File: config.mk
export PLATFORM = sky130hd
export DESIGN_NAME = touch_event_tracker
export DESIGN_NICKNAME = d
export VERILOG_FILES = /design/src/rtl/tet_pkg.sv /design/src/rtl/tet_front.sv /design/src/rtl/tet_queue.sv /design/src/rtl/tet_back.sv /design/src/rtl/touch_event_tracker.sv
export SDC_FILE = /design/constraint.sdc
export NUM_CORES = 1
export LEC_CHECK = 0
export BUFFER_PORTS_ARGS = -buffer_cell sky130_fd_sc_hd__buf_2
export CORE_ASPECT_RATIO = 0.8
export CORE_MARGIN = 8
export CORE_UTILIZATION = 56
export CTS_CLUSTER_SIZE = 10
export DETAILED_ROUTE_END_ITERATION = 16
export PLACE_DENSITY = 0.82
export SLEW_MARGIN = 25
export SYNTH_ARGS = -nofsm -noshare
export SYNTH_HDL_FRONTEND = slang
export SYNTH_SLANG_ARGS = --single-unit
File: constraint.sdc
create_clock -name clk -period 3.55 [get_ports clk]
set_input_delay 0.1775 -clock clk [delete_from_list [all_inputs] [get_ports clk]]
set_output_delay 0.1775 -clock clk [all_outputs]
set_load 0.05 [all_outputs]
File: src/rtl/tet_pkg.sv
package tet_pkg;

	localparam int COORD_BITS = 12;
	localparam int QUEUE_DEPTH = 4;
	localparam int QPTR_BITS = $clog2(QUEUE_DEPTH);
	localparam int QCNT_BITS = $clog2(QUEUE_DEPTH + 1);

	typedef logic [COORD_BITS-1:0] coord_t;

	typedef enum logic [1:0] {
		ACT_POLL     = 2'd0,
		ACT_MOVE_REQ = 2'd1,
		ACT_INJECT   = 2'd2,
		ACT_READ     = 2'd3
	} action_t;

	typedef enum logic [2:0] {
		K_DOWN         = 3'd0,
		K_UP           = 3'd1,
		K_MOVE         = 3'd2,
		K_MOVE_REPLY   = 3'd3,
		K_CACHED_REPLY = 3'd4
	} kind_t;

	localparam logic [1:0] PH_MOVE = 2'd2;

	// One result entry as it travels through the queue
	typedef struct packed {
		kind_t  kind;
		logic   contact;
		coord_t x;
		coord_t y;
		logic   last;
	} res_t;

	// Results produced by one accepted transaction (zero, one or two)
	typedef struct packed {
		logic [1:0] count;
		res_t       e0;
		res_t       e1;
	} push_t;

endpackage

File: src/rtl/tet_front.sv
module tet_front import tet_pkg::*; (
	input  logic       clk,
	input  logic       arst_n,
	input  logic       accept,
	input  action_t    action,
	input  logic       touching,
	input  coord_t     point_x,
	input  coord_t     point_y,
	input  logic [1:0] inject_phase,
	output push_t      push
);

	logic   prev_t_q, held_q, cached_t_q, move_pend_q;
	coord_t prev_x_q, prev_y_q, held_x_q, held_y_q;
	coord_t cached_x_q, cached_y_q, move_x_q, move_y_q;

	logic   prev_t_d, held_d, cached_t_d, move_pend_d;
	coord_t prev_x_d, prev_y_d, held_x_d, held_y_d;
	coord_t cached_x_d, cached_y_d, move_x_d, move_y_d;

	coord_t sx, sy;
	push_t  res;

	// A poll without contact takes the last touching coordinates
	assign sx = touching ? point_x : prev_x_q;
	assign sy = touching ? point_y : prev_y_q;

	// Classify the transaction and work out the next tracker state
	always_comb begin
		prev_t_d    = prev_t_q;
		prev_x_d    = prev_x_q;
		prev_y_d    = prev_y_q;
		held_d      = held_q;
		held_x_d    = held_x_q;
		held_y_d    = held_y_q;
		cached_t_d  = cached_t_q;
		cached_x_d  = cached_x_q;
		cached_y_d  = cached_y_q;
		move_x_d    = move_x_q;
		move_y_d    = move_y_q;
		move_pend_d = move_pend_q;
		res         = '0;
		res.e0.last = 1'b1;
		res.e1.last = 1'b1;
		unique case (action)
			ACT_POLL: begin
				if (touching && !prev_t_q && !held_q) begin
					// first touching sample: hold the down for one poll
					held_d     = 1'b1;
					held_x_d   = sx;
					held_y_d   = sy;
					cached_t_d = 1'b1;
					cached_x_d = sx;
					cached_y_d = sy;
				end else if (held_q) begin
					held_d = 1'b0;
					if (touching) begin
						res.count  = 2'd1;
						res.e0     = '{K_DOWN, 1'b1, sx, sy, 1'b1};
						cached_t_d = 1'b1;
						cached_x_d = sx;
						cached_y_d = sy;
						prev_t_d   = 1'b1;
						prev_x_d   = sx;
						prev_y_d   = sy;
					end else begin
						// short tap: down and up from the held sample
						res.count  = 2'd2;
						res.e0     = '{K_DOWN, 1'b1, held_x_q, held_y_q, 1'b0};
						res.e1     = '{K_UP, 1'b0, held_x_q, held_y_q, 1'b1};
						cached_t_d = 1'b0;
						cached_x_d = held_x_q;
						cached_y_d = held_y_q;
						prev_t_d   = 1'b0;
					end
				end else begin
					if (touching && !prev_t_q) begin
						res.count = 2'd1;
						res.e0    = '{K_DOWN, 1'b1, sx, sy, 1'b1};
					end else if (!touching && prev_t_q) begin
						res.count = 2'd1;
						res.e0    = '{K_UP, 1'b0, sx, sy, 1'b1};
					end else if (touching && (sx != prev_x_q || sy != prev_y_q)) begin
						move_x_d = sx;
						move_y_d = sy;
						if (!move_pend_q) begin
							move_pend_d = 1'b1;
							res.count   = 2'd1;
							res.e0      = '{K_MOVE, 1'b1, sx, sy, 1'b1};
						end
					end
					cached_t_d = touching;
					cached_x_d = sx;
					cached_y_d = sy;
					prev_t_d   = touching;
					if (touching) begin
						prev_x_d = sx;
						prev_y_d = sy;
					end
				end
			end
			ACT_MOVE_REQ: begin
				move_pend_d = 1'b0;
				res.count   = 2'd1;
				res.e0      = '{K_MOVE_REPLY, 1'b0, move_x_q, move_y_q, 1'b1};
			end
			ACT_INJECT: begin
				// unknown phase is dropped without effect
				if (inject_phase <= PH_MOVE) begin
					cached_t_d  = touching;
					cached_x_d  = point_x;
					cached_y_d  = point_y;
					move_x_d    = point_x;
					move_y_d    = point_y;
					move_pend_d = (inject_phase == PH_MOVE);
					res.count   = 2'd1;
					res.e0      = '{kind_t'({1'b0, inject_phase}), touching,
						point_x, point_y, 1'b1};
				end
			end
			ACT_READ: begin
				res.count = 2'd1;
				res.e0    = '{K_CACHED_REPLY, cached_t_q, cached_x_q, cached_y_q, 1'b1};
			end
			default: begin
				res.count = 2'd0;
			end
		endcase
	end

	// Tracker state, updated once per accepted transaction
	always_ff @(posedge clk or negedge arst_n) begin
		if (!arst_n) begin
			prev_t_q    <= 1'b0;
			prev_x_q    <= '0;
			prev_y_q    <= '0;
			held_q      <= 1'b0;
			held_x_q    <= '0;
			held_y_q    <= '0;
			cached_t_q  <= 1'b0;
			cached_x_q  <= '0;
			cached_y_q  <= '0;
			move_x_q    <= '0;
			move_y_q    <= '0;
			move_pend_q <= 1'b0;
		end else if (accept) begin
			prev_t_q    <= prev_t_d;
			prev_x_q    <= prev_x_d;
			prev_y_q    <= prev_y_d;
			held_q      <= held_d;
			held_x_q    <= held_x_d;
			held_y_q    <= held_y_d;
			cached_t_q  <= cached_t_d;
			cached_x_q  <= cached_x_d;
			cached_y_q  <= cached_y_d;
			move_x_q    <= move_x_d;
			move_y_q    <= move_y_d;
			move_pend_q <= move_pend_d;
		end
	end

	// Results leave only with an accepted transaction
	always_comb begin
		push = res;
		if (!accept) begin
			push.count = 2'd0;
		end
	end

endmodule

File: src/rtl/tet_queue.sv
module tet_queue import tet_pkg::*; (
	input  logic                 clk,
	input  logic                 arst_n,
	input  push_t                push,
	input  logic                 pop,
	output res_t                 head,
	output logic [QCNT_BITS-1:0] count
);

	res_t                 mem [QUEUE_DEPTH];
	logic [QPTR_BITS-1:0] wr_q, rd_q;
	logic [QCNT_BITS-1:0] cnt_q;
	logic [QPTR_BITS-1:0] wr_p1;

	assign wr_p1 = wr_q + QPTR_BITS'(1);
	assign head  = mem[rd_q];
	assign count = cnt_q;

	// Entry storage: up to two writes per cycle
	always_ff @(posedge clk) begin
		if (push.count != 2'd0) begin
			mem[wr_q] <= push.e0;
		end
		if (push.count == 2'd2) begin
			mem[wr_p1] <= push.e1;
		end
	end

	// Pointers and fill level
	always_ff @(posedge clk or negedge arst_n) begin
		if (!arst_n) begin
			wr_q  <= '0;
			rd_q  <= '0;
			cnt_q <= '0;
		end else begin
			wr_q  <= wr_q + QPTR_BITS'(push.count);
			rd_q  <= rd_q + QPTR_BITS'(pop);
			cnt_q <= cnt_q + QCNT_BITS'(push.count) - QCNT_BITS'(pop);
		end
	end

endmodule

File: src/rtl/tet_back.sv
module tet_back import tet_pkg::*; (
	input  logic                 clk,
	input  logic                 arst_n,
	input  res_t                 head,
	input  logic [QCNT_BITS-1:0] count,
	output logic                 pop,
	input  logic                 out_ready,
	output logic                 out_valid,
	output res_t                 out_res
);

	logic valid_q;
	res_t data_q;

	// Refill the output register when it is empty or being drained
	assign pop       = (count != '0) && (!valid_q || out_ready);
	assign out_valid = valid_q;
	assign out_res   = data_q;

	always_ff @(posedge clk or negedge arst_n) begin
		if (!arst_n) begin
			valid_q <= 1'b0;
		end else if (!valid_q || out_ready) begin
			valid_q <= (count != '0);
		end
	end

	always_ff @(posedge clk) begin
		if (pop) begin
			data_q <= head;
		end
	end

endmodule

File: src/rtl/touch_event_tracker.sv
// Touch event tracker: turns polled panel samples and host requests into down, up and
// move events and replies. One transaction is accepted per clock while at least two
// queue slots are free; the tracker state updates in that same cycle, so back-to-back
// transactions run at one per cycle. The output register holds one result at a time,
// so a short tap (down plus up) occupies it for two results in turn; the four-entry result
// queue between the classifier and the output register absorbs this, and input ready
// drops only when the queue holds more than two entries. The first result is written
// into the queue, then loaded into the output register when that register is free.
module touch_event_tracker import tet_pkg::*; (
	input  logic       clk,
	input  logic       arst_n,
	input  logic       in_valid,
	output logic       in_ready,
	input  logic [1:0] action,
	input  logic       touching,
	input  coord_t     point_x,
	input  coord_t     point_y,
	input  logic [1:0] inject_phase,
	output logic       out_valid,
	input  logic       out_ready,
	output logic [2:0] kind,
	output logic       contact,
	output coord_t     out_x,
	output coord_t     out_y,
	output logic       last_of_run
);

	logic                 accept;
	push_t                push;
	logic                 pop;
	res_t                 head;
	res_t                 out_res;
	logic [QCNT_BITS-1:0] count;

	// Room for the worst case of two results
	assign in_ready = (count <= QCNT_BITS'(QUEUE_DEPTH - 2));
	assign accept   = in_valid && in_ready;

	tet_front u_front (
		.clk          (clk),
		.arst_n       (arst_n),
		.accept       (accept),
		.action       (action_t'(action)),
		.touching     (touching),
		.point_x      (point_x),
		.point_y      (point_y),
		.inject_phase (inject_phase),
		.push         (push)
	);

	tet_queue u_queue (
		.clk    (clk),
		.arst_n (arst_n),
		.push   (push),
		.pop    (pop),
		.head   (head),
		.count  (count)
	);

	tet_back u_back (
		.clk       (clk),
		.arst_n    (arst_n),
		.head      (head),
		.count     (count),
		.pop       (pop),
		.out_ready (out_ready),
		.out_valid (out_valid),
		.out_res   (out_res)
	);

	assign kind        = out_res.kind;
	assign contact     = out_res.contact;
	assign out_x       = out_res.x;
	assign out_y       = out_res.y;
	assign last_of_run = out_res.last;

	// Queue never overfills
	a_no_overflow: assert property (@(posedge clk) disable iff (!arst_n)
		count <= QCNT_BITS'(QUEUE_DEPTH))
		else $error("result queue overflow");

	// Results are only produced by an accepted transaction
	a_push_on_accept: assert property (@(posedge clk) disable iff (!arst_n)
		(push.count != 2'd0) |-> accept)
		else $error("results pushed without an accepted transaction");

	// Only a poll can produce two results
	a_pair_from_poll: assert property (@(posedge clk) disable iff (!arst_n)
		(push.count == 2'd2) |-> (action == ACT_POLL))
		else $error("result pair from a non-poll transaction");

	// Requests for the move point or cached sample always get exactly one reply
	a_reply_single: assert property (@(posedge clk) disable iff (!arst_n)
		(accept && (action == ACT_MOVE_REQ || action == ACT_READ)) |-> (push.count == 2'd1))
		else $error("request without a single reply");

endmodule
==> summary.txt, run 1 <==
Run status
  • Run status: finished clean

Critical path
  • Top Family by Delay on Critical Path: compound AO/OA/AOI/OAI gates
  • Buffers plus inverters on the worst setup path: 1
  • Largest stage delay on the critical path: 0.71 ns
  • Signal arrival time at the worst endpoint: 3.67 ns
  • Kind of end point of the critical path: flop
  • Cell chain of the critical path: xor2_1 -> nor4_1 -> nand2_1 -> o311ai_1 -> a21oi_4 -> buf_8 -> a221oi_1 -> o22ai_1
  • Required time at the endpoint of the critical path: 3.80 ns
  • Cell type of the slowest stage on the worst timing path: sky130_fd_sc_hd__a221oi_1
  • WS Path Type: reg2reg
  • Worst reg2reg setup slack: 0.13 ns
  • Crit path launch type: flop
  • Maximum fanout along the worst path: 10

Global routing
  • Pin count of the biggest net entering global routing: 55
  • Global-route wire length before repair: 52900 um
  • Total routing usage reported by global routing: 24.5%
  • Antenna violations before repair: 1
  • GRT Residual Overflow: 0
  • Via count of the first global-routing pass: 9339

Detailed routing
  • DR iter-0 viols: 1107
  • Average via count per standard cell: 6.45
  • Routed length per instance: 23.3 um
  • Remaining design rule violation count: 0
  • Count of antenna-violating nets left after detailed routing: 0
  • First drt pass iteration count: 8
  • Total Routed Length: 33400 um
  • Total vias in the final route: 9264

Clocking
  • Clk slew on worst S/H paths: 0.06 ns
  • Worst-Skew Late Latency: 0.55 ns
  • Master cell of the clock root buffer: sky130_fd_sc_hd__clkbuf_16
  • Largest buffer count on any clock path: 3
  • CTS buffer count: 29
  • Buffers inserted by post-CTS timing repair: 0
  • CTS tree: built
  • CTS Sinks: 253
  • CTS H-Tree Depth: 1

Floorplan
  • DIE AREA: 27400 sq um
  • Chip Height: 150 um
  • Standard-cell rows: 49
  • Standard cell core area: 22200 sq um
  • Initial Util: 56.4%
  • Horizontal die dimension: 183 um
  • Number of ports placed on the die boundary: 64

Timing
  • Least-Margin Pin Slew: 0.817 ns
  • Setup TNS after final layout: 0 ns
  • Count of endpoints failing hold in the final timing report: 0
  • Final setup violation count: 0
  • Count of pins over their slew limit: 0
  • Setup repair after global routing missed its margin: no
  • Worst hold slack: 0.00939 ns
  • Period Utilization, post-route: 96.2%
  • Tightest slew margin relative to the limit: 45.5%
  • Shortest period the worst path allows: 3.42 ns
  • F_max: 293 MHz
  • Clock tree skew after final layout: 0.0137 ns

Yosys
  • Leading post-synthesis cells by cell area: sky130_fd_sc_hd__edfxtp_1 31%, sky130_fd_sc_hd__dfrtp_1 22%, sky130_fd_sc_hd__mux2_2 6.2%, sky130_fd_sc_hd__mux2i_1 5.7%, sky130_fd_sc_hd__mux4_2 5.2%
  • Synth Flop Type: sky130_fd_sc_hd__edfxtp_1
  • Fraction of the mapped netlist area in simple logic gates: 8.48%
  • Number of warnings reported in the yosys synthesis log: 0
  • Post-synthesis average cell area: 12.0 sq um
  • Syn Std Cell Area: 12500 sq um
  • Share of synthesized area occupied by flip-flops and latches: 55.1%
  • Syn Inst Count: 1040
  • Fraction of synthesized cell area in xor and xnor cells: 1.54%
  • Fraction of the mapped netlist area in adder cells: 0.660%
  • FFs w/ async S/R, synth: 42.7%
  • Main combinational cell family by area after synthesis: multiplexers
  • Post-synth cell types: 60
  • Multiplexer area fraction after synthesis: 17.1%
  • Largest area contributor in the synthesized netlist: sky130_fd_sc_hd__edfxtp_1
  • Post-synth EDFFs: 129
  • Synth top area share: 30.9%
  • Synth Area in Compound Gates: 13.8%
  • Synthesized net count: 1079
  • Flip-flop and latch count after synthesis: 253

Layout
  • FF/Latch Area: 6900 sq um
  • Commonest non-fill, non-tap cell in the layout: sky130_fd_sc_hd__nand2_1
  • # nets final: 1151
  • Antenna Cells: 0
  • Highest-count cells in the layout ignoring fill and taps: 169 x sky130_fd_sc_hd__nand2_1, 129 x sky130_fd_sc_hd__edfxtp_1, 107 x sky130_fd_sc_hd__dfrtp_1, 92 x sky130_fd_sc_hd__o21ai_0, 90 x sky130_fd_sc_hd__o22ai_1
  • Area of combinational cells with multiple inputs: 5270 sq um
  • Post-synthesis to final-layout area growth: 13.8%
  • Share of post-route cells with drive strength above 1: 24.5%
  • Final instance area: 14200 sq um
  • Filler instances: 1652

Power and ir drop
  • Switching Power: 0.00407 W
  • Switching share of power: 36.5%
  • Cell-internal power: 0.00710 W
  • Max rail drop VDD: 413 uV
  • Static Leak: 5.72 nW
  • Share of total power in combinational logic: 33.9%
  • Seq pwr share: 42.3%
  • Clock Power Share: 23.8%
  • Pwr/cell area: 784 nW/um^2

Job
  • Maxcap violations: 0

Placement
  • Number of I/O port buffers: 63
  • Placed instance area: 13200 sq um
  • RD Place Congestion: 0.862
  • DP HPWL: 21600 um

Worst hold path
  • Hold WC Path Type: in2reg
[what timing repair did]
| action | CTS | global route |
|---|---|---|
| setup endpoints to repair | 1 | 54 |
| gates resized for setup | 1 | 2 |
| pin swaps | 0 | 0 |
| endpoints found under the hold margin | 77 | 0 |
| hold buffers | 17 | 0 |
[tightest hold or removal path, delay by kind of cell]
kind | cells | cell delay [ns]
buffers and inverters | 1 | 0.13
multiplexers | 1 | 0.11
AO/OA/AOI/OAI | 1 | 0.08
[per-layer routing]
| layer | GRT usage, % | vias up | wire [um] |
|---|---|---|---|
| met5 | 0 | - | 13 |
| met4 | 7.59 | 2 | 974 |
| met3 | 7.04 | 89 | 3900 |
| met2 | 38.3 | 564 | 15000 |
| met1 | 32.9 | 4554 | 13600 |
| li1 | - | 4055 | - |
[logic make-up (layout without fill, tap and decap cells)]
kind of cell	count (synthesis)	after routing
AO/OA/AOI/OAI	257	257
multiplexers	169	169
buffers and inverters	95	186
XOR/XNOR	22	22
AND/OR/NAND/NOR	238	238
flip-flops	253	253
adder cells (fa/ha/maj)	6	6
[worst paths after layout]
| path | cells after the start | start | end |
|---|---|---|---|
| setup / recovery | 8 | u_front.prev_x_q[3] | u_queue.mem[3][3] |
| hold / removal | 3 | point_y[11] | u_front.move_y_q[11] |
| setup reg to reg | 8 | u_front.prev_x_q[3] | u_queue.mem[3][3] |
| hold reg to reg | 2 | u_queue.mem[1][28] | u_queue.mem[1][28] |
| max in group asynchronous | 3 | arst_n | u_queue.wr_q[1] |
| min in group asynchronous | 2 | arst_n | u_front.move_x_q[7] |
[synthesized netlist by cell type, types with 9 or more instances]
master / count
sky130_fd_sc_hd__dfxtp_1: 16
sky130_fd_sc_hd__buf_2: 19
sky130_fd_sc_hd__a21oi_1: 22
sky130_fd_sc_hd__clkbuf_1: 41
sky130_fd_sc_hd__a221oi_2: 21
sky130_fd_sc_hd__mux2_2: 69
sky130_fd_sc_hd__mux2i_1: 71
sky130_fd_sc_hd__xor2_1: 18
sky130_fd_sc_hd__mux4_2: 29
sky130_fd_sc_hd__o22ai_1: 90
sky130_fd_sc_hd__inv_1: 17
sky130_fd_sc_hd__nor2_1: 18
sky130_fd_sc_hd__o21ai_0: 92
sky130_fd_sc_hd__nand2_1: 169
sky130_fd_sc_hd__edfxtp_1: 129
sky130_fd_sc_hd__dfrtp_1: 108
sky130_fd_sc_hd__nand3_1: 9
[state kept, by name, summed over array words and instances (netlist names), 3 cells and up]
register / count
u_back.out_res: 29
u_front.cached_x_q: 12
u_front.cached_y_q: 12
u_front.held_x_q: 12
u_front.held_y_q: 12
u_front.move_x_q: 12
u_front.move_y_q: 12
u_front.prev_x_q: 12
u_front.prev_y_q: 12
u_queue.count: 3
u_queue.mem: 116
[cell type report]
| class | instances | share of cell area, % |
|---|---|---|
| Clock buffer | 48 | 5.67 |
| Clock inverter | 2 | 0.0966 |
| Inverter | 20 | 0.527 |
| Multi-Input combinational cell | 692 | 37.0 |
| Sequential cell | 253 | 48.4 |
| Tap cell | 306 | 2.69 |
| Timing Repair Buffer | 116 | 5.60 |
[power groups by stage]
stage,Sequential (W),Clock (W),Combinational [W]
floorplan,0.00506,0,0.00234
detailed placement,0.00475,0,0.00371
global route,0.00483,0.00279,0.00407
finish,0.00472,0.00266,0.00379
CTS,0.00470,0.00267,0.00376
global placement,0.00470,0,0.00360
[through the flow]
step	std cells	power (W)	worst slack (ns)	utilization, %
final	1437	0.0112	0.133	64.2
after global routing	1437	0.0117	0.0166	64.2
after CTS	1437	0.0111	0.116	64.1
after detailed placement	1370	0.00846	0.137	59.6
after global placement	1368	0.00830	0.338	59.5
after floorplan	1040	0.00739	0.340	-
Note: power is estimated with default switching activity, not from simulation.
==> run 2: changes to the inputs <==
Settings changed: RECOVER_POWER set to 25.
==> run 2 against run 1 <==
Critical endpoint unchanged. Die area unchanged. Critical path depth unchanged. Clock skew about the same. Setup slack improved by 0.00066 ns. The flow now finishes with violations (capacitance limit, slew limit). Register-to-register slack about the same. Via count about the same. Final cell count unchanged. Hold slack got worse by 0.00051 ns.
==> summary.txt, run 2 (synthesized netlist as in run 1, its figures left out) <==
Global routing
  • Global-route wire length before repair: 52900 um
  • GRT Residual Overflow: 0
  • Total routing usage reported by global routing: 24.5%
  • Antenna violations before repair: 1
  • Pin count of the biggest net entering global routing: 55
  • Via count of the first global-routing pass: 9339

Worst hold path
  • Worst Hold Depth: 3
  • Hold_sp: point_y[11]
  • Endpoint of the worst hold-timing path: u_front.move_y_q[11]
  • Hold WC Path Type: in2reg

Detailed routing
  • DR iter-0 viols: 1216
  • Total vias in the final route: 9258
  • Total Routed Length: 33400 um
  • Routed length per instance: 23.3 um
  • Count of antenna-violating nets left after detailed routing: 0
  • Average via count per standard cell: 6.44
  • Remaining design rule violation count: 0
  • First drt pass iteration count: 6

Timing
  • Shortest period the worst path allows: 3.42 ns
  • Count of endpoints failing hold in the final timing report: 0
  • Period Utilization, post-route: 96.2%
  • Setup TNS after final layout: 0 ns
  • Clock tree skew after final layout: 0.0132 ns
  • Count of pins over their slew limit: 34
  • Final setup violation count: 0
  • Setup repair after global routing missed its margin: no
  • F_max: 293 MHz
  • Tightest slew margin relative to the limit: -23.8%
  • Least-Margin Pin Slew: 1.86 ns

Critical path
  • Worst reg2reg setup slack: 0.13 ns
  • Launching point of the worst reg2reg path: u_front.prev_y_q[10]
  • Maximum fanout along the worst path: 10
  • Crit path launch type: flop
  • Required time at the endpoint of the critical path: 3.80 ns
  • Signal arrival time at the worst endpoint: 3.67 ns
  • WS Path Type: reg2reg
  • FF-to-FF path depth: 8
  • Capture instance of the worst register-to-register path: u_queue.mem[3][3]
  • Kind of end point of the critical path: flop

Power and ir drop
  • Pwr/cell area: 784 nW/um^2
  • Static Leak: 5.64 nW
  • Max rail drop VDD: 413 uV

Clocking
  • CTS H-Tree Depth: 1
  • Worst-Skew Late Latency: 0.55 ns
  • CTS tree: built
  • Buffers inserted by post-CTS timing repair: 0
  • CTS buffer count: 29
  • Largest buffer count on any clock path: 3
  • Master cell of the clock root buffer: sky130_fd_sc_hd__clkbuf_16
  • CTS Sinks: 253
  • Clk slew on worst S/H paths: 0.06 ns

Floorplan
  • DIE AREA: 27400 sq um
  • Initial Util: 56.4%
  • Number of ports placed on the die boundary: 64
  • Standard-cell rows: 49
  • Horizontal die dimension: 183 um
  • Standard cell core area: 22200 sq um
  • Chip Height: 150 um

Job
  • Maxcap violations: 1

Placement
  • Number of I/O port buffers: 63
  • DP HPWL: 21600 um
  • RD Place Congestion: 0.862
  • Placed instance area: 13200 sq um

Layout
  • Post-synthesis to final-layout area growth: 13.4%
  • Commonest non-fill, non-tap cell in the layout: sky130_fd_sc_hd__nand2_1
  • Flip-flop count of the largest register, all copies and words added: 116
  • Fraction of the core area covered by cells at the end of the flow: 64.0%
  • Share of post-route cells with drive strength above 1: 21.8%
  • Register containing the most flip-flops in the final layout: u_queue.mem
  • # nets final: 1151
  • Highest-count cells in the layout ignoring fill and taps: 169 x sky130_fd_sc_hd__nand2_1, 129 x sky130_fd_sc_hd__edfxtp_1, 107 x sky130_fd_sc_hd__dfrtp_1, 92 x sky130_fd_sc_hd__o21ai_0, 90 x sky130_fd_sc_hd__o22ai_1
  • Antenna Cells: 0
  • Final instance area: 14200 sq um

Run status
  • Run status: finished with violations
  • Violations in the final reports: capacitance limit, slew limit
## run 2: changes by cell type in the layout (fill, tap and decap cells not counted), sizes merged
| cell | previous run | this run |
|---|---|---|
| buf | 99 | 69 |
| clkbuf | 48 | 78 |
## run 2: worst max-delay path, stage by stage (launching register included)
cell and delay [ns]:
sky130_fd_sc_hd__dfrtp_1 0.41, sky130_fd_sc_hd__xor2_1 0.19, sky130_fd_sc_hd__nor4_1 0.47, sky130_fd_sc_hd__nand2_1 0.25
sky130_fd_sc_hd__o311ai_1 0.46, sky130_fd_sc_hd__a21oi_4 0.21, sky130_fd_sc_hd__buf_8 0.21, sky130_fd_sc_hd__a221oi_1 0.71
sky130_fd_sc_hd__o22ai_1 0.21
## run 2: layout make-up
| type | instances | area (sq um) |
|---|---|---|
| clock buffer | 48 | 807 |
| clock inverter | 2 | 13.8 |
| fill | 1670 | 7990 |
| inverter | 20 | 75.1 |
| multi-input combinational | 692 | 5270 |
| sequential | 253 | 6900 |
| tap | 306 | 383 |
| timing repair buffer | 116 | 756 |
## run 2: worst max-delay path by stage
stage,from,endpoint,cells past startpoint
detailed placement,u_front.prev_x_q[10],u_queue.mem[3][24],9
finish,u_front.prev_y_q[10],u_queue.mem[3][3],8
global placement,u_front.prev_x_q[10],u_queue.mem[2][4],7
CTS,u_front.prev_y_q[7],u_queue.mem[3][6],8
floorplan,u_queue.count[0],u_queue.mem[3][10],11
global route,u_front.prev_y_q[10],u_queue.mem[3][23],9
## run 2: what timing repair did
action | CTS | global route
pin swaps | 0 | 0
gates cloned | 0 | 0
hold buffers | 17 | 0
setup endpoints to repair | 1 | 54
hold endpoints to repair | 77 | 0
resized for setup | 1 | 2
## run 2: power by group
group          total, W  internal (W)  leakage, nW  switching, W
clock           0.00265       0.00153        0.394       0.00112
combinational   0.00375       0.00144         2.52       0.00231
sequential      0.00473       0.00409         2.73      0.000643
total            0.0111       0.00705         5.64       0.00408
## run 2: per-stage QoR
| step | worst slack (ns) | cells | total power, W | hold WS (ns) |
|---|---|---|---|---|
| floorplan | 0.340 | 1040 | 0.00739 | -0.118 |
| global route | 0.0166 | 1437 | 0.0117 | 0.0169 |
| detailed placement | 0.137 | 1370 | 0.00846 | 0.270 |
| finish | 0.134 | 1437 | 0.0111 | 0.00889 |
| CTS | 0.116 | 1437 | 0.0111 | 0.00192 |
| global placement | 0.338 | 1368 | 0.00830 | 0.258 |
## run 2: layer usage
metal	wire [um]	track usage (%)	share of wire [%]
met2	14900	38.3	45
met4	932	7.59	2.8
met1	13600	32.9	41
met5	13	0	0.039
met3	3970	7.04	12
